===== config.mk =====
export PLATFORM = sky130hd
export DESIGN_NAME = credit_return_ingress
export DESIGN_NICKNAME = d
export VERILOG_FILES = /design/src/sv/cri_pkg.sv /design/src/sv/credit_return_ingress.sv /design/src/sv/cri_ram.sv /design/src/sv/cri_thresh.sv /design/src/sv/cri_update.sv
export VERILOG_INCLUDE_DIRS = /design/src /design/src/sv
export SDC_FILE = /design/constraint.sdc
export NUM_CORES = 1
export LEC_CHECK = 0
export BUFFER_PORTS_ARGS = -buffer_cell sky130_fd_sc_hd__buf_2
export CAP_MARGIN = 20
export CORE_MARGIN = 2
export CORE_UTILIZATION = 42
export DETAILED_ROUTE_END_ITERATION = 12
export PLACE_DENSITY = 0.68
export REMOVE_ABC_BUFFERS = 1
export SYNTH_ARGS = -nofsm -noshare
export SYNTH_HDL_FRONTEND = slang
export SYNTH_HIERARCHICAL = 1
export SYNTH_SLANG_ARGS = --single-unit

===== constraint.sdc =====
create_clock -name clk -period 4.64 [get_ports clk]
set_input_delay 0.232 -clock clk [delete_from_list [all_inputs] [get_ports clk]]
set_output_delay 0.232 -clock clk [all_outputs]
set_load 0.02 [all_outputs]

===== src/sv/credit_return_ingress_defines.svh =====
// ----------------------------------------------------------------------------
// Credit return ingress assertion macros
// Concurrent check wrappers, compiled away for synthesis.
// ----------------------------------------------------------------------------
`ifndef CREDIT_RETURN_INGRESS_DEFINES_SVH
`define CREDIT_RETURN_INGRESS_DEFINES_SVH

`ifndef SYNTHESIS
// Same-cycle implication, sampled on clk, off during reset.
`define CRI_ASSERT_NOW(label, ante, cons) \
  label: assert property (@(posedge clk) disable iff (!rst_n) (ante) |-> (cons)) \
    else $error("credit_return_ingress check failed");
// Next-cycle implication, sampled on clk, off during reset.
`define CRI_ASSERT_NEXT(label, ante, cons) \
  label: assert property (@(posedge clk) disable iff (!rst_n) (ante) |=> (cons)) \
    else $error("credit_return_ingress check failed");
`else
`define CRI_ASSERT_NOW(label, ante, cons)
`define CRI_ASSERT_NEXT(label, ante, cons)
`endif

`endif


===== src/sv/cri_pkg.sv =====
// ----------------------------------------------------------------------------
// Credit return ingress package
// Shared widths, constants, codes and the update result struct.
// ----------------------------------------------------------------------------
`timescale 1ns / 1ps

package cri_pkg;

  // Shared regional buffer size in entries (power of two).
  localparam int FIFO_SIZE    = 1024;
  localparam int CHANNELS_DEF = 16;

  localparam int CW        = 11;   // per-channel / regional count width
  localparam int CH_W      = 4;    // channel field width
  localparam int SID_W     = 8;    // service id width
  localparam int CC_W      = 5;    // channel_count register width
  localparam int MB_W      = 11;   // min_channel_buffer register width
  localparam int RCV_W     = 32;   // received total width
  localparam int WORD_W    = 19;   // return word width
  localparam int PW        = CC_W + MB_W;      // threshold product width
  localparam int CFG_IDX_W = 2;
  localparam int CFG_W     = 11;

  localparam logic [CW-1:0] CNT_MAX   = CW'(2 * FIFO_SIZE - 1);
  localparam logic [CW-1:0] HALF_FIFO = CW'(FIFO_SIZE / 2);
  localparam int            SID_SHIFT = $clog2(2 * FIFO_SIZE);

  // Reset values of the configuration registers.
  localparam logic [CC_W-1:0] CC_RST  = CC_W'(16);
  localparam logic [MB_W-1:0] MB_RST  = MB_W'(16);
  localparam logic [SID_W-1:0] FID_RST = '0;

  typedef enum logic {
    OP_ACQUIRE = 1'b0,
    OP_CHECK   = 1'b1
  } op_t;

  typedef enum logic [CFG_IDX_W-1:0] {
    CFG_CHANNEL_COUNT = 2'd0,
    CFG_MIN_BUFFER    = 2'd1,
    CFG_FLOW_ID       = 2'd2
  } cfg_idx_t;

  // Outcome of one read-modify-write step on a channel entry.
  typedef struct packed {
    logic          fire;     // credits handed back
    logic          ch_wr;    // channel entry is rewritten
    logic [CW-1:0] ch_new;   // new channel credits
    logic [CW-1:0] reg_new;  // new regional total
    logic [CW-1:0] give;     // credits returned
  } upd_t;

endpackage


===== src/sv/credit_return_ingress.sv =====
// ----------------------------------------------------------------------------
// Credit return ingress
// Receive side of credit flow control for channels sharing one buffer.
// ----------------------------------------------------------------------------
// Usage:
//   Input channel (in_valid/in_ready): one word per event. op acquire adds
//   credit_amount to the channel, the regional total and the received total;
//   op check hands the channel's credits back when the return rule holds.
//   Output channel (out_valid/out_ready): exactly one result word per input
//   word, in order, carrying the return message fields and both totals.
//   Config port (cfg_we/cfg_index/cfg_wdata): single-cycle register writes,
//   issued only while the block is idle; the threshold updates the cycle after.
//   Flow: an accepted word is registered in the update stage, then in the
//   output register. Throughput: one word per cycle unless the output is
//   held, set by the single channel-credit RAM reading at accept and writing
//   as the word advances; back-to-back hits on one channel use forwarding.
//   Reset: rst_n low clears all credit counts through per-entry valid bits,
//   so no clearing pass is needed; the block is ready right after reset.
//   Stall: a held output word keeps one word in the update stage; further
//   input waits (in_ready low) until the output register frees up.
// ----------------------------------------------------------------------------
`timescale 1ns / 1ps
`include "credit_return_ingress_defines.svh"

module credit_return_ingress #(
  parameter int CHANNELS = cri_pkg::CHANNELS_DEF
) (
  input  logic                          clk,
  input  logic                          rst_n,
  // input words
  input  logic                          in_valid,
  output logic                          in_ready,
  input  logic                          in_op,
  input  logic [cri_pkg::CH_W-1:0]      in_channel,
  input  logic [cri_pkg::SID_W-1:0]     in_service_id,
  input  logic [cri_pkg::CW-1:0]        in_credit_amount,
  // result words
  output logic                          out_valid,
  input  logic                          out_ready,
  output logic                          out_returned,
  output logic [cri_pkg::SID_W-1:0]     out_message_service,
  output logic [cri_pkg::WORD_W-1:0]    out_return_word,
  output logic [cri_pkg::CW-1:0]        out_returned_count,
  output logic [cri_pkg::CW-1:0]        out_regional_level,
  output logic [cri_pkg::RCV_W-1:0]     out_received_total,
  // configuration
  input  logic                          cfg_we,
  input  logic [cri_pkg::CFG_IDX_W-1:0] cfg_index,
  input  logic [cri_pkg::CFG_W-1:0]     cfg_wdata
);

  localparam int AW = (CHANNELS > 1) ? $clog2(CHANNELS) : 1;

  // Configuration registers.
  logic [cri_pkg::CC_W-1:0]  chan_cnt_r;
  logic [cri_pkg::MB_W-1:0]  min_buf_r;
  logic [cri_pkg::SID_W-1:0] flow_id_r;
  logic [cri_pkg::CW-1:0]    thr;

  // Accept / update stage.
  logic                       accept;
  logic                       adv;
  logic [AW-1:0]              rd_idx;
  logic                       in_rng;
  logic                       s1_v_r;
  logic                       s1_op_r;
  logic                       s1_inr_r;
  logic [AW-1:0]              s1_idx_r;
  logic [cri_pkg::SID_W-1:0]  s1_sid_r;
  logic [cri_pkg::CW-1:0]     s1_amt_r;
  logic                       s1_vld_r;
  logic [cri_pkg::CW-1:0]     rd_data;
  logic [cri_pkg::CW-1:0]     cur_credits;

  // Forwarding of a write that lands at the same edge as a read.
  logic                       fwd_hit_r;
  logic [cri_pkg::CW-1:0]     fwd_data_r;

  // Per-entry valid bits stand in for a zero-cleared RAM.
  logic [CHANNELS-1:0]        chan_vld_r;

  // Totals.
  logic [cri_pkg::CW-1:0]     regional_r;
  logic [cri_pkg::RCV_W-1:0]  received_r;
  logic [cri_pkg::RCV_W-1:0]  received_nxt;

  cri_pkg::upd_t              upd;
  logic                       ram_we;

  // Output register.
  logic                       out_valid_r;
  logic                       out_returned_r;
  logic [cri_pkg::SID_W-1:0]  out_msg_r;
  logic [cri_pkg::WORD_W-1:0] out_word_r;
  logic [cri_pkg::CW-1:0]     out_cnt_r;
  logic [cri_pkg::CW-1:0]     out_reg_r;
  logic [cri_pkg::RCV_W-1:0]  out_rcv_r;

  // ---------------------------------------------------------------- config
  always_ff @(posedge clk) begin
    if (!rst_n) begin
      chan_cnt_r <= cri_pkg::CC_RST;
      min_buf_r  <= cri_pkg::MB_RST;
      flow_id_r  <= cri_pkg::FID_RST;
    end else if (cfg_we) begin
      case (cfg_index)
        cri_pkg::CFG_CHANNEL_COUNT: chan_cnt_r <= cri_pkg::CC_W'(cfg_wdata);
        cri_pkg::CFG_MIN_BUFFER:    min_buf_r  <= cri_pkg::MB_W'(cfg_wdata);
        cri_pkg::CFG_FLOW_ID:       flow_id_r  <= cri_pkg::SID_W'(cfg_wdata);
        default: begin
          // unmapped index: drop the write
        end
      endcase
    end
  end

  cri_thresh u_thresh (
    .clk           (clk),
    .channel_count (chan_cnt_r),
    .min_buffer    (min_buf_r),
    .thr           (thr)
  );

  // --------------------------------------------------------------- control
  // Advance the update stage when the output register is free or draining.
  assign adv      = s1_v_r && (!out_valid_r || out_ready);
  assign in_ready = !s1_v_r || adv;
  assign accept   = in_valid && in_ready;

  assign rd_idx = AW'(in_channel);
  assign in_rng = (32'(in_channel) < CHANNELS);

  // ------------------------------------------------------- channel credits
  assign ram_we = adv && upd.ch_wr;

  cri_ram #(
    .WIDTH (cri_pkg::CW),
    .DEPTH (CHANNELS)
  ) u_ram (
    .clk   (clk),
    .we    (ram_we),
    .waddr (s1_idx_r),
    .wdata (upd.ch_new),
    .re    (accept),
    .raddr (rd_idx),
    .rdata (rd_data)
  );

  // Forwarded value wins, then the RAM word if the entry was ever written.
  assign cur_credits = fwd_hit_r ? fwd_data_r : (s1_vld_r ? rd_data : '0);

  cri_update u_update (
    .op       (s1_op_r),
    .in_range (s1_inr_r),
    .credits  (cur_credits),
    .regional (regional_r),
    .amount   (s1_amt_r),
    .thr      (thr),
    .upd      (upd)
  );

  assign received_nxt = (s1_inr_r && (s1_op_r == cri_pkg::OP_ACQUIRE))
                        ? received_r + cri_pkg::RCV_W'(s1_amt_r) : received_r;

  // Stage valid, forwarding and valid bits.
  always_ff @(posedge clk) begin
    if (!rst_n) begin
      s1_v_r     <= 1'b0;
      fwd_hit_r  <= 1'b0;
      chan_vld_r <= '0;
      regional_r <= '0;
      received_r <= '0;
    end else begin
      if (accept) begin
        s1_v_r    <= 1'b1;
        fwd_hit_r <= ram_we && (s1_idx_r == rd_idx);
      end else if (adv) begin
        s1_v_r    <= 1'b0;
        fwd_hit_r <= 1'b0;
      end
      if (ram_we) begin
        chan_vld_r[s1_idx_r] <= 1'b1;
      end
      if (adv) begin
        regional_r <= upd.reg_new;
        received_r <= received_nxt;
      end
    end
  end

  // Stage payload: capture at accept, hold while stalled.
  always_ff @(posedge clk) begin
    if (accept) begin
      s1_op_r    <= in_op;
      s1_inr_r   <= in_rng;
      s1_idx_r   <= rd_idx;
      s1_sid_r   <= in_service_id;
      s1_amt_r   <= in_credit_amount;
      s1_vld_r   <= in_rng && chan_vld_r[rd_idx];
      fwd_data_r <= upd.ch_new;
    end
  end

  // ---------------------------------------------------------------- output
  always_ff @(posedge clk) begin
    if (!rst_n) begin
      out_valid_r <= 1'b0;
    end else if (adv) begin
      out_valid_r <= 1'b1;
    end else if (out_ready) begin
      out_valid_r <= 1'b0;
    end
  end

  always_ff @(posedge clk) begin
    if (adv) begin
      out_returned_r <= upd.fire;
      out_msg_r      <= upd.fire ? flow_id_r : '0;
      out_word_r     <= upd.fire
                        ? ((cri_pkg::WORD_W'(s1_sid_r) << cri_pkg::SID_SHIFT)
                           | cri_pkg::WORD_W'(upd.give))
                        : '0;
      out_cnt_r      <= upd.give;
      out_reg_r      <= upd.reg_new;
      out_rcv_r      <= received_nxt;
    end
  end

  assign out_valid           = out_valid_r;
  assign out_returned        = out_returned_r;
  assign out_message_service = out_msg_r;
  assign out_return_word     = out_word_r;
  assign out_returned_count  = out_cnt_r;
  assign out_regional_level  = out_reg_r;
  assign out_received_total  = out_rcv_r;

  // ------------------------------------------------------------ assertions
  `CRI_ASSERT_NOW(a_ret_nonzero, out_valid_r && out_returned_r, out_cnt_r != '0)
  `CRI_ASSERT_NOW(a_noret_empty, out_valid_r && !out_returned_r, (out_word_r == '0) && (out_msg_r == '0))
  `CRI_ASSERT_NOW(a_fwd_live, fwd_hit_r, s1_v_r)
  `CRI_ASSERT_NOW(a_ready_free, !out_valid_r, in_ready)
  `CRI_ASSERT_NEXT(a_adv_shows, adv, out_valid_r)

endmodule


===== src/sv/cri_ram.sv =====
// ----------------------------------------------------------------------------
// Credit return ingress generic RAM
// One write port, one read port, registered read data (read-first).
// ----------------------------------------------------------------------------
`timescale 1ns / 1ps

module cri_ram #(
  parameter int WIDTH = 11,
  parameter int DEPTH = 16,
  parameter int AW    = (DEPTH > 1) ? $clog2(DEPTH) : 1
) (
  input  logic             clk,
  input  logic             we,
  input  logic [AW-1:0]    waddr,
  input  logic [WIDTH-1:0] wdata,
  input  logic             re,
  input  logic [AW-1:0]    raddr,
  output logic [WIDTH-1:0] rdata
);

  logic [WIDTH-1:0] mem_r [DEPTH];
  logic [WIDTH-1:0] rdata_r;

  always_ff @(posedge clk) begin
    if (we) begin
      mem_r[waddr] <= wdata;
    end
    if (re) begin
      rdata_r <= mem_r[raddr];
    end
  end

  assign rdata = rdata_r;

endmodule


===== src/sv/cri_thresh.sv =====
// ----------------------------------------------------------------------------
// Credit return ingress threshold
// Registered return threshold derived from the configuration registers.
// ----------------------------------------------------------------------------
`timescale 1ns / 1ps

module cri_thresh (
  input  logic                     clk,
  input  logic [cri_pkg::CC_W-1:0] channel_count,
  input  logic [cri_pkg::MB_W-1:0] min_buffer,
  output logic [cri_pkg::CW-1:0]   thr
);

  logic [cri_pkg::PW-1:0] prod;
  logic [cri_pkg::PW:0]   rest;
  logic [cri_pkg::CW-1:0] thr_nxt;
  logic [cri_pkg::CW-1:0] thr_r;

  always_comb begin
    prod = cri_pkg::PW'(channel_count) * cri_pkg::PW'(min_buffer);
    rest = (cri_pkg::PW + 1)'(cri_pkg::FIFO_SIZE) - {1'b0, prod};
    if ({1'b0, prod} > (cri_pkg::PW + 1)'(cri_pkg::FIFO_SIZE)) begin
      thr_nxt = cri_pkg::HALF_FIFO;
    end else if (rest < (cri_pkg::PW + 1)'(cri_pkg::HALF_FIFO)) begin
      thr_nxt = cri_pkg::CW'(rest);
    end else begin
      thr_nxt = cri_pkg::HALF_FIFO;
    end
  end

  always_ff @(posedge clk) begin
    thr_r <= thr_nxt;
  end

  assign thr = thr_r;

endmodule


===== src/sv/cri_update.sv =====
// ----------------------------------------------------------------------------
// Credit return ingress update
// Modify step: acquire with saturation, or check and return a channel.
// ----------------------------------------------------------------------------
`timescale 1ns / 1ps

module cri_update (
  input  logic                   op,
  input  logic                   in_range,
  input  logic [cri_pkg::CW-1:0] credits,
  input  logic [cri_pkg::CW-1:0] regional,
  input  logic [cri_pkg::CW-1:0] amount,
  input  logic [cri_pkg::CW-1:0] thr,
  output cri_pkg::upd_t          upd
);

  logic [cri_pkg::CW:0] ch_sum;
  logic [cri_pkg::CW:0] reg_sum;
  logic                 cond;

  always_comb begin
    ch_sum  = {1'b0, credits} + {1'b0, amount};
    reg_sum = {1'b0, regional} + {1'b0, amount};
    cond    = ((credits != '0) && (regional > thr)) || (credits > (thr >> 1));

    upd.fire    = 1'b0;
    upd.ch_wr   = 1'b0;
    upd.ch_new  = credits;
    upd.reg_new = regional;
    upd.give    = '0;

    if (in_range) begin
      case (op)
        cri_pkg::OP_ACQUIRE: begin
          upd.ch_wr   = 1'b1;
          upd.ch_new  = (ch_sum > {1'b0, cri_pkg::CNT_MAX}) ? cri_pkg::CNT_MAX
                                                           : cri_pkg::CW'(ch_sum);
          upd.reg_new = (reg_sum > {1'b0, cri_pkg::CNT_MAX}) ? cri_pkg::CNT_MAX
                                                            : cri_pkg::CW'(reg_sum);
        end
        cri_pkg::OP_CHECK: begin
          if (cond) begin
            upd.fire    = 1'b1;
            upd.ch_wr   = 1'b1;
            upd.ch_new  = '0;
            upd.give    = credits;
            upd.reg_new = (regional > credits) ? (regional - credits) : '0;
          end
        end
        default: begin
          upd.fire = 1'b0;
        end
      endcase
    end
  end

endmodule

* Word level (Yosys, flattened, before mapping)
Memories as Yosys holds them, arrays and structs flattened. A register that Yosys moved wholly into a read port is not among the register bits. Index checks and enable logic that the tools add are counted.
Word-level totals: bits in writable memories 176, output and inout port bits 84, word-level logic and storage cells 86, bits of input ports 42, memories kept 1, register bits after elaboration 215
Cells by class: multipliers 1, $lt $le $gt $ge 10, equality and inequality tests 3, reductions and logical operators 19, bitwise logic cells 4, multiplexer cells 21, $add $sub $neg 5
Memories:
- u_ram.mem_r | depth 16, bits a word 11, read ports 1, clocked after memory_dff 1, write ports 1, line cri_ram.sv:21 | logic [WIDTH-1:0] mem_r [DEPTH];
Operators with widths (number):
- $mux 11 | 6
- $pmux 23 s2 | 1
- $mux 35 | 1
- $add 32x11->32 | 1
- $mux 32 | 1
- $add 11x11->12 | 2
- $gt 12x11->1 const B | 2
- $gt 11x11->1 | 2
- $or 19x11->19 | 1
- $lt 17x10->1 const B | 1
- $sub 11x16->17 const A | 1
- $gt 16x11->1 const B | 1
- $mul 5x11->16 | 1
- $or 16x16->16 | 1
- $gt 11x10->1 | 1
- $reduce_bool 11->1 | 1
- $sub 11x11->11 | 1
- $lt 4x5->1 const B | 2
- $mux 1 | 10
- $logic_and 1x1->1 | 6
- $reduce_and 2->1 | 3
- $bmux 1 s4 | 1
- $demux 1 s4 | 1
- $eq 4x4->1 | 1
- 9 further kinds | 14

* Depth between registers and ports, before layout
Gate-level depths: netlist of the first run.
word-level depth 10, depth in mapped cells 18, depth with buffers taken out 15

* Hierarchy
Netlist of the first run, hierarchy kept.
Modules (own cells, without submodules):
- credit_return_ingress | seq. area each 5265.0 um^2, times used 1, area each 8454.4 um^2, cells an instance 712
- cri_ram | seq. area each 5615.4 um^2, times used 1, area each 7149.4 um^2, cells an instance 305
- cri_update | seq. area each 0.0 um^2, times used 1, area each 2446.1 um^2, cells an instance 345
- cri_thresh | seq. area each 220.2 um^2, times used 1, area each 2277.2 um^2, cells an instance 264

* Least setup slack after synthesis of the first run
Ideal clock, no wire load.
path kind flip-flop to flip-flop, start register chan_cnt_r[3] in the netlist's numbering, end register u_thresh.thr_r, in the netlist u_thresh/thr[9], setup time 0.120 ns, setup slack 0.146 ns, period minus slack after synthesis 4.494 ns, arrival time 4.374 ns, data required time 4.520 ns, path buffers 2, cell stages (with the launch flop) 17, path through dfxtp_1 clkbuf_1 and2_1 fa_1 fa_1 inv_1 fa_1 inv_1 ha_1 buf_6 a211oi_2 o21bai_1 nor2b_4 or4_4 a211oi_2 nand4_4 or2_1
Between the ends: longest elaborated chain between the ends 5, elaborated cells on any way between the ends 6, classes of those cells add/sub (1); mul (1); order compare (2); bitwise (1); reduce/logical (1)
Ends and longest elaborated chain:
- from (decl) | line credit_return_ingress.sv:55 | logic [cri_pkg::CC_W-1:0] chan_cnt_r;
- from (signal assigned) | line credit_return_ingress.sv:102 | chan_cnt_r <= cri_pkg::CC_RST;
- from (signal assigned) | line credit_return_ingress.sv:107 | cri_pkg::CFG_CHANNEL_COUNT: chan_cnt_r <= cri_pkg::CC_W'(cfg_wdata);
- $mul 5x11->16 * | line cri_thresh.sv:20 | prod = cri_pkg::PW'(channel_count) * cri_pkg::PW'(min_buffer);
- $sub 11x16->17 | line cri_thresh.sv:21 | rest = (cri_pkg::PW + 1)'(cri_pkg::FIFO_SIZE) - {1'b0, prod};
- $lt 17x10->1 | line cri_thresh.sv:24 | end else if (rest < (cri_pkg::PW + 1)'(cri_pkg::HALF_FIFO)) begin
- $not 1->1 (no source line)
- $reduce_or 2->1 (no source line)
- to (signal assigned) | line cri_thresh.sv:32 | thr_r <= thr_nxt;
- to (decl) | line cri_thresh.sv:17 | logic [cri_pkg::CW-1:0] thr_r;
Mark *: on every way between the ends. The rest lies on a longest branch, timed or not. A chain may end at the register's enable or synchronous reset.

* Worst setup path after layout of the first run
start register min_buf_r[3] in the netlist's numbering, end register u_thresh.thr_r, in the netlist u_thresh/thr[9]
Between the ends: longest elaborated chain between the ends 5, elaborated cells on any way between the ends 6, classes of those cells add/sub (1); mul (1); order compare (2); bitwise (1); reduce/logical (1)
Ends and longest elaborated chain:
- from (decl) | line credit_return_ingress.sv:56 | logic [cri_pkg::MB_W-1:0] min_buf_r;
- from (signal assigned) | line credit_return_ingress.sv:103 | min_buf_r <= cri_pkg::MB_RST;
- from (signal assigned) | line credit_return_ingress.sv:108 | cri_pkg::CFG_MIN_BUFFER: min_buf_r <= cri_pkg::MB_W'(cfg_wdata);
- $mul 5x11->16 * | line cri_thresh.sv:20
- $sub 11x16->17 | line cri_thresh.sv:21
- $lt 17x10->1 | line cri_thresh.sv:24
- $not 1->1 (no source line)
- $reduce_or 2->1 (no source line)
Marked as above.

==> impl_metrics.toml, run 1 <==
[worst_setup_path]
path_cells = "and2_1 -> fa_1 -> fa_1 -> inv_1 -> fa_1 -> inv_1 -> ha_1 -> a211oi_2 -> o21bai_1 -> nor2b_4 -> or4_4 -> a211oi_4 -> nand4_4 -> or2_1"
crit_family = "adder cells"
r2r_setup_slack_ps = 190
critPathMaxStageDelay_ps = 540
cp_num_buf_inv = 2
crit_top_cell = "fa_1"
start_kind = "register"
crit_fanout = 6
crit_path_end_kind = "register"
slowest_stage = "fa_1"
worstPathRequired_ps = 5080
crit_type = "register to register"
cp.arrival_ps = 4900

[global_route]
antenna_found_initial = 0
grt_pass1_vias = 13300
grt-ovfl-total = 0
track_usage_pct = 18.0
grt_first_pass_wirelength_um = 71800
grt_max_degree = 71

[finish]
fillers = 4068
area_growth_pct = 16.6
utilization_pct = 49.6
n_antenna_cell = 0
final_common_cell = "edfxtp_1"
fin_cells = 2474
nets = 1988
layout_common_cells = "305 x edfxtp_1, 136 x nand2_1, 129 x nor2_1, 125 x buf_2, 92 x dfxtp_1"
drive_above_1_share_pct = 18.2

[synthesis]
synth-compound-area-share_pct = 9.50
syn_inst = 1626
synth-async-reset-ratio_pct = 0
synth_cell_types = 92
synth-edff-count = 305
ys.flop_type = "edfxtp_1"
synth_xor_area_share_pct = 3.19
synth_top_family_by_area = "simple AND/OR/NAND/NOR gates"
post_synth_fa_ha_maj_area_fraction_pct = 8.59
syn_area_um2 = 20300
yosysTopAreaCell = "edfxtp_1"
synth-warning-count = 6
synth_mux_area_share_pct = 7.41
netlist_top_cells_area = "edfxtp_1 45%, dfxtp_1 9.6%, ha_1 5.5%"
synth.avg_cell_area_um2 = 12.5
yosysSeqAreaShare_pct = 54.6
ys_ff_latch = 402
yosysTopAreaCellShare_pct = 45.1
synthSimpleGateAreaFrac_pct = 13.6

[route]
routed-wl-met2_um = 21600
viasPerCell = 5.50
drtPass1Iterations = 5
wl_um = 45300
num_vias = 13600
ant_nets = 0
drc = 0
dr.max_layer_used = "met4"
wire_per_inst_um = 18.3
dr.first_iter.drc_count = 954
met1_length_um = 19800
met3RoutedLength_um = 2480

[die]
fp.dieH_um = 224
start_util_pct = 42.6
num_rows = 80
die_w_um = 224
io_pins = 126
die_area_um2 = 50200
core_area_um2 = 47700

[clock_tree]
numCtsBuffers = 44
cts.sinks = 402
clock_path_buffers = 3
clock_latency_ps = 560
cts_tree = "done"
h-tree-depth = 2
cts_root_buffer = "clkbuf_16"
clkTransAtPathRegs_ps = 60

[placed_design]
gp_congestion = 0.918
dp_cells = 2354
port_buffers = 125
place_hpwl_um = 31300

[power_and_ir_drop]
irDropWorstVdd_mv = 0.218
p_total_w = 0.00835
leakagePower_nw = 9.15
cellPowerDensity_nw_per_um2 = 352

[sta]
period_needed_ps = 4450
hold_violations = 0
max-slew-margin-rel_pct = 30.4
maxSlewViolCount = 0
finalCritPeriodShare_pct = 96.0
worst-slew-pin-transition_ps = 1040
setup_viol = 0
hold_slack_ps = 142
fmax_mhz = 225
finClkSkew_ps = 17.4

[hold_path]
hp-class = "input port to register"

[run_status]
status = "finished clean"

[run]
maxCapViolCount = 0
## cells in the mapped netlist (22+ instances only)
master and count:
nor2_1 129, a22oi_1 22, dfxtp_1 97, ha_1 90, a21oi_1 58, mux4_2 28, nor3_1 44, nand2_1 136
fa_1 31, nand3_1 23, o21ai_0 41, and2_1 82, xor2_1 37, inv_1 74, edfxtp_1 305, clkbuf_1 37
mux2i_1 29, xnor2_1 37
## worst register-to-register path: stages, from the launching register on
cell      delay (ps)
dfxtp_1          360
and2_1           180
fa_1             510
fa_1             540
inv_1             50
fa_1             520
inv_1             40
ha_1             350
a211oi_2         220
o21bai_1         130
nor2b_4          150
or4_4            520
a211oi_4         350
nand4_4          170
or2_1            240
## metal layers
metal | up-vias | global-route usage [%]
li1 | 6470 | -
met1 | 6672 | 23.7
met2 | 374 | 29.3
met3 | 92 | 3.38
met4 | 0 | 7.14
met5 | - | 0
## flip-flops by register name, indices dropped and copies added, names as in the netlist, 4 cells and up
register / count
s1_amt_r: 11
chan_vld_r: 16
u_ram/rdata: 11
received_r: 32
out_message_service: 8
u_ram/mem_r: 176
flow_id_r: 8
out_regional_level: 11
s1_sid_r: 8
s1_idx_r: 4
regional_r: 11
out_received_total: 32
min_buf_r: 11
chan_cnt_r: 5
fwd_data_r: 11
out_return_word: 19
out_returned_count: 11
u_thresh/thr: 11
## power by group
part,internal (W),total (W),switching [W]
sequential,0.00400,0.00405,0.0000560
combinational,0.000335,0.000875,0.000540
clock,0.00200,0.00342,0.00141
total,0.00634,0.00835,0.00201
## metrics by stage
step / setup WS [ps] / TNS (ps) / cell area [µm²]
6_report: 187 / 0 / 23700
5_1_grt: -7.25 / -7.25 / 23700
4_1_cts: 1.69 / 0 / 23600
3_5_place_dp: 44.5 / 0 / 21800
3_3_place_gp: 176 / 0 / 21800
2_1_floorplan: 235 / 0 / 20000
## final timing paths
kind / start / end / depth (start not counted)
max: min_buf_r[3] / u_thresh/thr[9] / 14
min: cfg_index[1] / chan_cnt_r[4] / 4
max reg2reg: min_buf_r[3] / u_thresh/thr[9] / 14
min reg2reg: chan_vld_r[14] / chan_vld_r[14] / 1
## cell families (layout without fill, tap and decap cells)
logic type | Yosys count | in the layout
xor+xnor | 74 | 74
fa+ha+maj | 121 | 121
simple gates | 535 | 537
mux | 81 | 81
other cells | 2 | 6
compound gates | 272 | 272
flops | 402 | 402
buf+inv | 139 | 366
## layout make-up
| class | instances | area (µm²) | share of cell area [%] |
|---|---|---|---|
| clock inverters | 22 | 203 | 0.855 |
| clock buffers | 58 | 1240 | 5.22 |
| repair buffers | 211 | 1370 | 5.79 |
| flip-flops and latches | 402 | 11100 | 46.9 |
| inverters | 75 | 284 | 1.20 |
| multi-input cells | 1091 | 8730 | 36.8 |
| well taps | 615 | 769 | 3.25 |
## timing repair
item | in CTS | in global routing
buffers inserted | 0 | 2
setup endpoints to repair | 0 | 10
hold buffers | 35 | 0
resized for setup | 0 | 22
hold endpoints to repair | 49 | 0
(Power assumes the default switching activity.)
==> run 2: changes to the inputs <==
--- a/config.mk
+++ b/config.mk
@@ -8,6 +8,7 @@
 export LEC_CHECK = 0
 export BUFFER_PORTS_ARGS = -buffer_cell sky130_fd_sc_hd__buf_2
 export CAP_MARGIN = 20
+export CORE_ASPECT_RATIO = 1.5
 export CORE_MARGIN = 2
 export CORE_UTILIZATION = 42
 export DETAILED_ROUTE_END_ITERATION = 12
==> run 2 against run 1 <==
Effect of this change: clock-buffer cell count shrank 12; sequential power is essentially flat; sequential share of layout area grew 0.59 points; worst setup slack lost 29 ps; via count shrank 1.3%; final cell count shrank 1.1%; register-to-register slack lost 30 ps; flip-flop and latch count is the same; combinational power shrank 0.5%; critical endpoint is now u_thresh/thr[5]; largest power group unchanged.
==> impl_metrics.toml, run 2 (same netlist as run 1, synthesis figures left out) <==
[sta]
fin_ws_ps = 157
period_needed_ps = 4480
setup_viol = 0
hold_violations = 0
rsz0062_at_grt = "true"
fmax_mhz = 223
max-slew-margin-rel_pct = 24.7
finClkSkew_ps = 24.5
finalCritPeriodShare_pct = 96.6
maxSlewViolCount = 0
worst-slew-pin-transition_ps = 1120
hold_slack_ps = 38.8

[power_and_ir_drop]
leakagePower_nw = 9.03
irDropWorstVdd_mv = 0.208
cellPowerDensity_nw_per_um2 = 343

[worst_setup_path]
worstPathRequired_ps = 5090
crit_fanout = 7
start_kind = "register"
crit_type = "register to register"
crit_path_end_kind = "register"
cp.arrival_ps = 4940

[clock_tree]
clock_latency_ps = 550
cts_tree = "done"
clkTransAtPathRegs_ps = 60
cts_root_buffer = "clkbuf_16"
cts.sinks = 402
h-tree-depth = 2
clock_path_buffers = 3
numCtsBuffers = 39

[finish]
largest-register = "u_ram/mem_r"
fin_cells = 2447
layout_common_cells = "305 x edfxtp_1, 136 x nand2_1, 128 x nor2_1, 125 x buf_2, 92 x dfxtp_1"
drive_above_1_share_pct = 17.3
final_common_cell = "edfxtp_1"
largest_reg_flops = 176
area_growth_pct = 15.2
nets = 1982
utilization_pct = 49.1

[placed_design]
preCtsSetupSlack_ps = 81.5
gp_congestion = 0.890
dp_cells = 2336
place_hpwl_um = 33300
port_buffers = 125

[route]
dr.first_iter.drc_count = 714
wl_um = 46500
viasPerCell = 5.49
num_vias = 13400
ant_nets = 0
wire_per_inst_um = 19.0
drtPass1Iterations = 5
drc = 0

[global_route]
met2_usage_pct = 35.0
grt_first_pass_wirelength_um = 73500
use_met3_pct = 2.61
grt_pass1_vias = 14000
grt-ovfl-total = 0
antenna_found_initial = 1
grt_util_met1_pct = 20.2
busiest_layer = "met2"
grt_max_degree = 71
track_usage_pct = 18.5

[die]
die_area_um2 = 50200
num_rows = 98
start_util_pct = 42.6
fp.dieH_um = 273
core_area_um2 = 47700
die_w_um = 184
io_pins = 126

[hold_path]
hp-class = "input port to register"

[run_status]
status = "finished clean"

[run]
maxCapViolCount = 0
-- run 2: power breakdown --
group | total [W] | switching, W | leakage, nW | internal [W]
Sequential | 0.00406 | 0.0000579 | 3.63 | 0.00400
Clock | 0.00311 | 0.00134 | 0.602 | 0.00178
Combinational | 0.000871 | 0.000537 | 4.80 | 0.000334
Total | 0.00804 | 0.00193 | 9.03 | 0.00611
-- run 2: metal layers --
| layer | share of wire, % | up-vias |
|---|---|---|
| met2 | 53 | 306 |
| li1 | - | 6446 |
| met3 | 3.7 | 118 |
| met1 | 38 | 6561 |
| met4 | 4.4 | 2 |
| met5 | 0.028 | - |
-- run 2: final cells by class --
type                    count  area (µm²)
multi-input cells        1090        8690
well taps                 600         751
clock inverters            22         224
diodes                      1        2.50
clock buffers              46        1000
repair buffers            211        1350
fillers                  4104       24300
flip-flops and latches    402       11100
inverters                  75         284
-- run 2: worst paths after layout --
path,startpoint,to,slack (ps),cells after the start
max reg2reg,chan_cnt_r[4],u_thresh/thr[5],160,14
min reg2reg,chan_vld_r[9],chan_vld_r[9],470,2
min,in_channel[3],s1_idx_r[3],40,1
max,chan_cnt_r[4],u_thresh/thr[5],160,14
-- run 2: through the flow --
stage / total power [W] / instance area, µm² / TNS, ps
2_1_floorplan: 0.00467 / 20000 / 0
3_3_place_gp: 0.00495 / 21700 / 0
3_5_place_dp: 0.00497 / 21700 / 0
4_1_cts: 0.00811 / 23300 / 0
5_1_grt: 0.00834 / 23400 / -8.47
6_report: 0.00804 / 23400 / 0
-- run 2: timing repair --
| item | 4_1_cts | 5_1_grt |
|---|---|---|
| hold endpoints to repair | 44 | 0 |
| setup buffers | 0 | 2 |
| endpoints found under the setup margin | 0 | 10 |
| hold buffers | 33 | 0 |
| gates resized for setup | 0 | 17 |
-- run 2: critical path, cell delays in order (launching register included) --
cell,delay [ps]
dfxtp_2,360
and2_1,180
fa_1,510
fa_1,550
inv_1,60
fa_1,530
inv_1,40
ha_1,340
a211oi_2,220
o21bai_1,150
nor2b_4,150
or4_4,530
a211oi_4,320
nand4_2,220
nor3_1,230
==> run 3: changes to the inputs <==
--- a/config.mk
+++ b/config.mk
@@ -10,10 +10,11 @@
 export CAP_MARGIN = 20
 export CORE_ASPECT_RATIO = 1.5
 export CORE_MARGIN = 2
-export CORE_UTILIZATION = 42
+export CORE_UTILIZATION = 35
 export DETAILED_ROUTE_END_ITERATION = 12
-export PLACE_DENSITY = 0.68
+export PLACE_DENSITY = 0.6
 export REMOVE_ABC_BUFFERS = 1
+export SETUP_SLACK_MARGIN = 0.2
 export SYNTH_ARGS = -nofsm -noshare
 export SYNTH_HDL_FRONTEND = slang
 export SYNTH_HIERARCHICAL = 1
==> run 3 against run 2 <==
Effect of this change: power is 0.29% higher; clock power about the same; largest power group unchanged; critical endpoint is now u_thresh/thr[9]; combinational power increased by 2.8%; highest routed layer unchanged; critical path type unchanged; fmax rose by 3.6%.
==> impl_metrics.toml, run 3 (same netlist as run 1, synthesis figures left out) <==
[die]
fp.dieH_um = 299
num_rows = 108
start_util_pct = 35.2
die_w_um = 201
io_pins = 126
die_area_um2 = 60100
core_area_um2 = 57700

[worst_setup_path]
r2r_end = "u_thresh/thr[9]"
r2r-start = "min_buf_r[4]"
crit_type = "register to register"
worstPathRequired_ps = 5070
crit_path_end_kind = "register"
start_kind = "register"
cp.arrival_ps = 4760
r2r_setup_slack_ps = 310
worstRegToRegCells = 14
worstSetupStartpoint = "min_buf_r[4]"
crit_fanout = 10

[sta]
rsz0062_at_grt = "true"
worst-slew-pin-transition_ps = 1060
finalSetupTns_ps = 0
setup_viol = 0
period_needed_ps = 4330
maxSlewViolCount = 0
finClkSkew_ps = 31.5
fmax_mhz = 231
hold_violations = 0
max-slew-margin-rel_pct = 28.8
finalCritPeriodShare_pct = 93.3

[hold_path]
hold_path_end = "chan_cnt_r[1]"
hold_depth = 4
hp-class = "input port to register"
hp-start = "cfg_index[1]"

[power_and_ir_drop]
cellPowerDensity_nw_per_um2 = 336
leakagePower_nw = 9.17
switching_power_w = 0.00199
clockPowerShare_pct = 38.6
swShare_pct = 24.7
combPwrFrac_pct = 11.1
irDropWorstVdd_mv = 0.257
p_int_w = 0.00607
seqPwrFrac_pct = 50.3

[run_status]
status = "finished clean"

[route]
drc = 0
drtPass1Iterations = 5
wl_um = 48000
wire_per_inst_um = 18.2
dr.first_iter.drc_count = 763
num_vias = 13500
viasPerCell = 5.12
ant_nets = 0

[clock_tree]
clkTransAtPathRegs_ps = 70
cts_tree = "done"
h-tree-depth = 2
cts_root_buffer = "clkbuf_16"
numCtsBuffers = 38
clock_latency_ps = 570
clock_path_buffers = 3
cts.sinks = 402

[finish]
fin_area_um2 = 24000
fillers = 5355
nets = 1994
largest-register = "u_ram/mem_r"
fin_cells = 2630
drive_above_1_share_pct = 19.3
utilization_pct = 41.5
layout_common_cells = "305 x edfxtp_1, 136 x nand2_1, 127 x nor2_1, 126 x buf_2, 89 x dfxtp_1"
area_growth_pct = 17.9
final_common_cell = "edfxtp_1"
largest_reg_flops = 176

[run]
maxCapViolCount = 0

[global_route]
grt-ovfl-total = 0
grt_first_pass_wirelength_um = 75400
grt_max_degree = 57
antenna_found_initial = 2
track_usage_pct = 15.7
grt_pass1_vias = 13800

[placed_design]
gp_congestion = 0.853
place_hpwl_um = 34900
dp_cells = 2517
placed_area_um2 = 22000
port_buffers = 125
==> run 3: changes by cell type in the layout (fill, tap and decap cells not counted), sizes merged <==
cell / change
buf: +9
clkbuf: +7
clkinv: -4
bufinv: -3
dlygate4sd3: +3
inv: +1
==> run 3: worst max path at each step <==
stage,to,slack (ps),cells after the start
2_1_floorplan,u_ram/mem_r[0][0],230,13
3_3_place_gp,u_thresh/thr[8],100,13
3_5_place_dp,u_thresh/thr[2],60,13
4_1_cts,u_thresh/thr[4],200,14
5_1_grt,u_thresh/thr[9],180,14
6_report,u_thresh/thr[9],310,14
==> run 3: cell type report <==
class | count | area [µm²] | share of cell area (%)
multi-input combinational | 1090 | 8850 | 36.9
timing repair buffer | 224 | 1490 | 6.21
inverter | 75 | 284 | 1.18
sequential | 402 | 11100 | 46.4
clock inverter | 16 | 184 | 0.767
tap | 770 | 963 | 4.02
clock buffer | 52 | 1070 | 4.48
antenna | 1 | 2.50 | 0.0104
==> run 3: layer usage <==
metal | GRT usage [%] | wire length (µm)
met3 | 2.09 | 1540
met5 | 0 | 13
met4 | 5.71 | 1590
met2 | 30.7 | 26300
met1 | 17.1 | 18500
==> run 3: timing repair <==
item / in CTS / in global routing
hold buffers: 36 / 0
buffers inserted: 2 / 3
endpoints found under the setup margin: 10 / 10
cloned: 1 / 0
pin swaps: 9 / 23
hold endpoints to repair: 49 / 0
resized for setup: 15 / 38
==> run 3: critical path, cell delays in order, from the launching register on <==
cell      delay (ps)
dfxtp_4          360
and2_4           160
fa_1             510
fa_1             520
inv_1             50
fa_1             530
inv_1             60
ha_4             180
or3_1            370
o32a_1           180
a2111o_1         520
nor4b_4          330
nor3_4            70
buf_12           150
or2_1            230
==> run 3: power groups by stage <==
| stage | sequential, W | clock [W] | combinational, W |
|---|---|---|---|
| floorplan | 0.00416 | 0 | 0.000505 |
| global placement | 0.00413 | 0 | 0.000823 |
| detailed placement | 0.00413 | 0 | 0.000844 |
| CTS | 0.00406 | 0.00320 | 0.000886 |
| global route | 0.00406 | 0.00332 | 0.000981 |
| finish | 0.00405 | 0.00311 | 0.000895 |
==> run 3: through the flow <==
stage | setup slack, ps | total power [W] | hold WS (ps)
finish | 312 | 0.00806 | 92.9
global route | 182 | 0.00836 | 112
CTS | 201 | 0.00814 | 69.3
detailed placement | 55.1 | 0.00498 | 410
global placement | 102 | 0.00496 | 408
floorplan | 235 | 0.00467 | 294
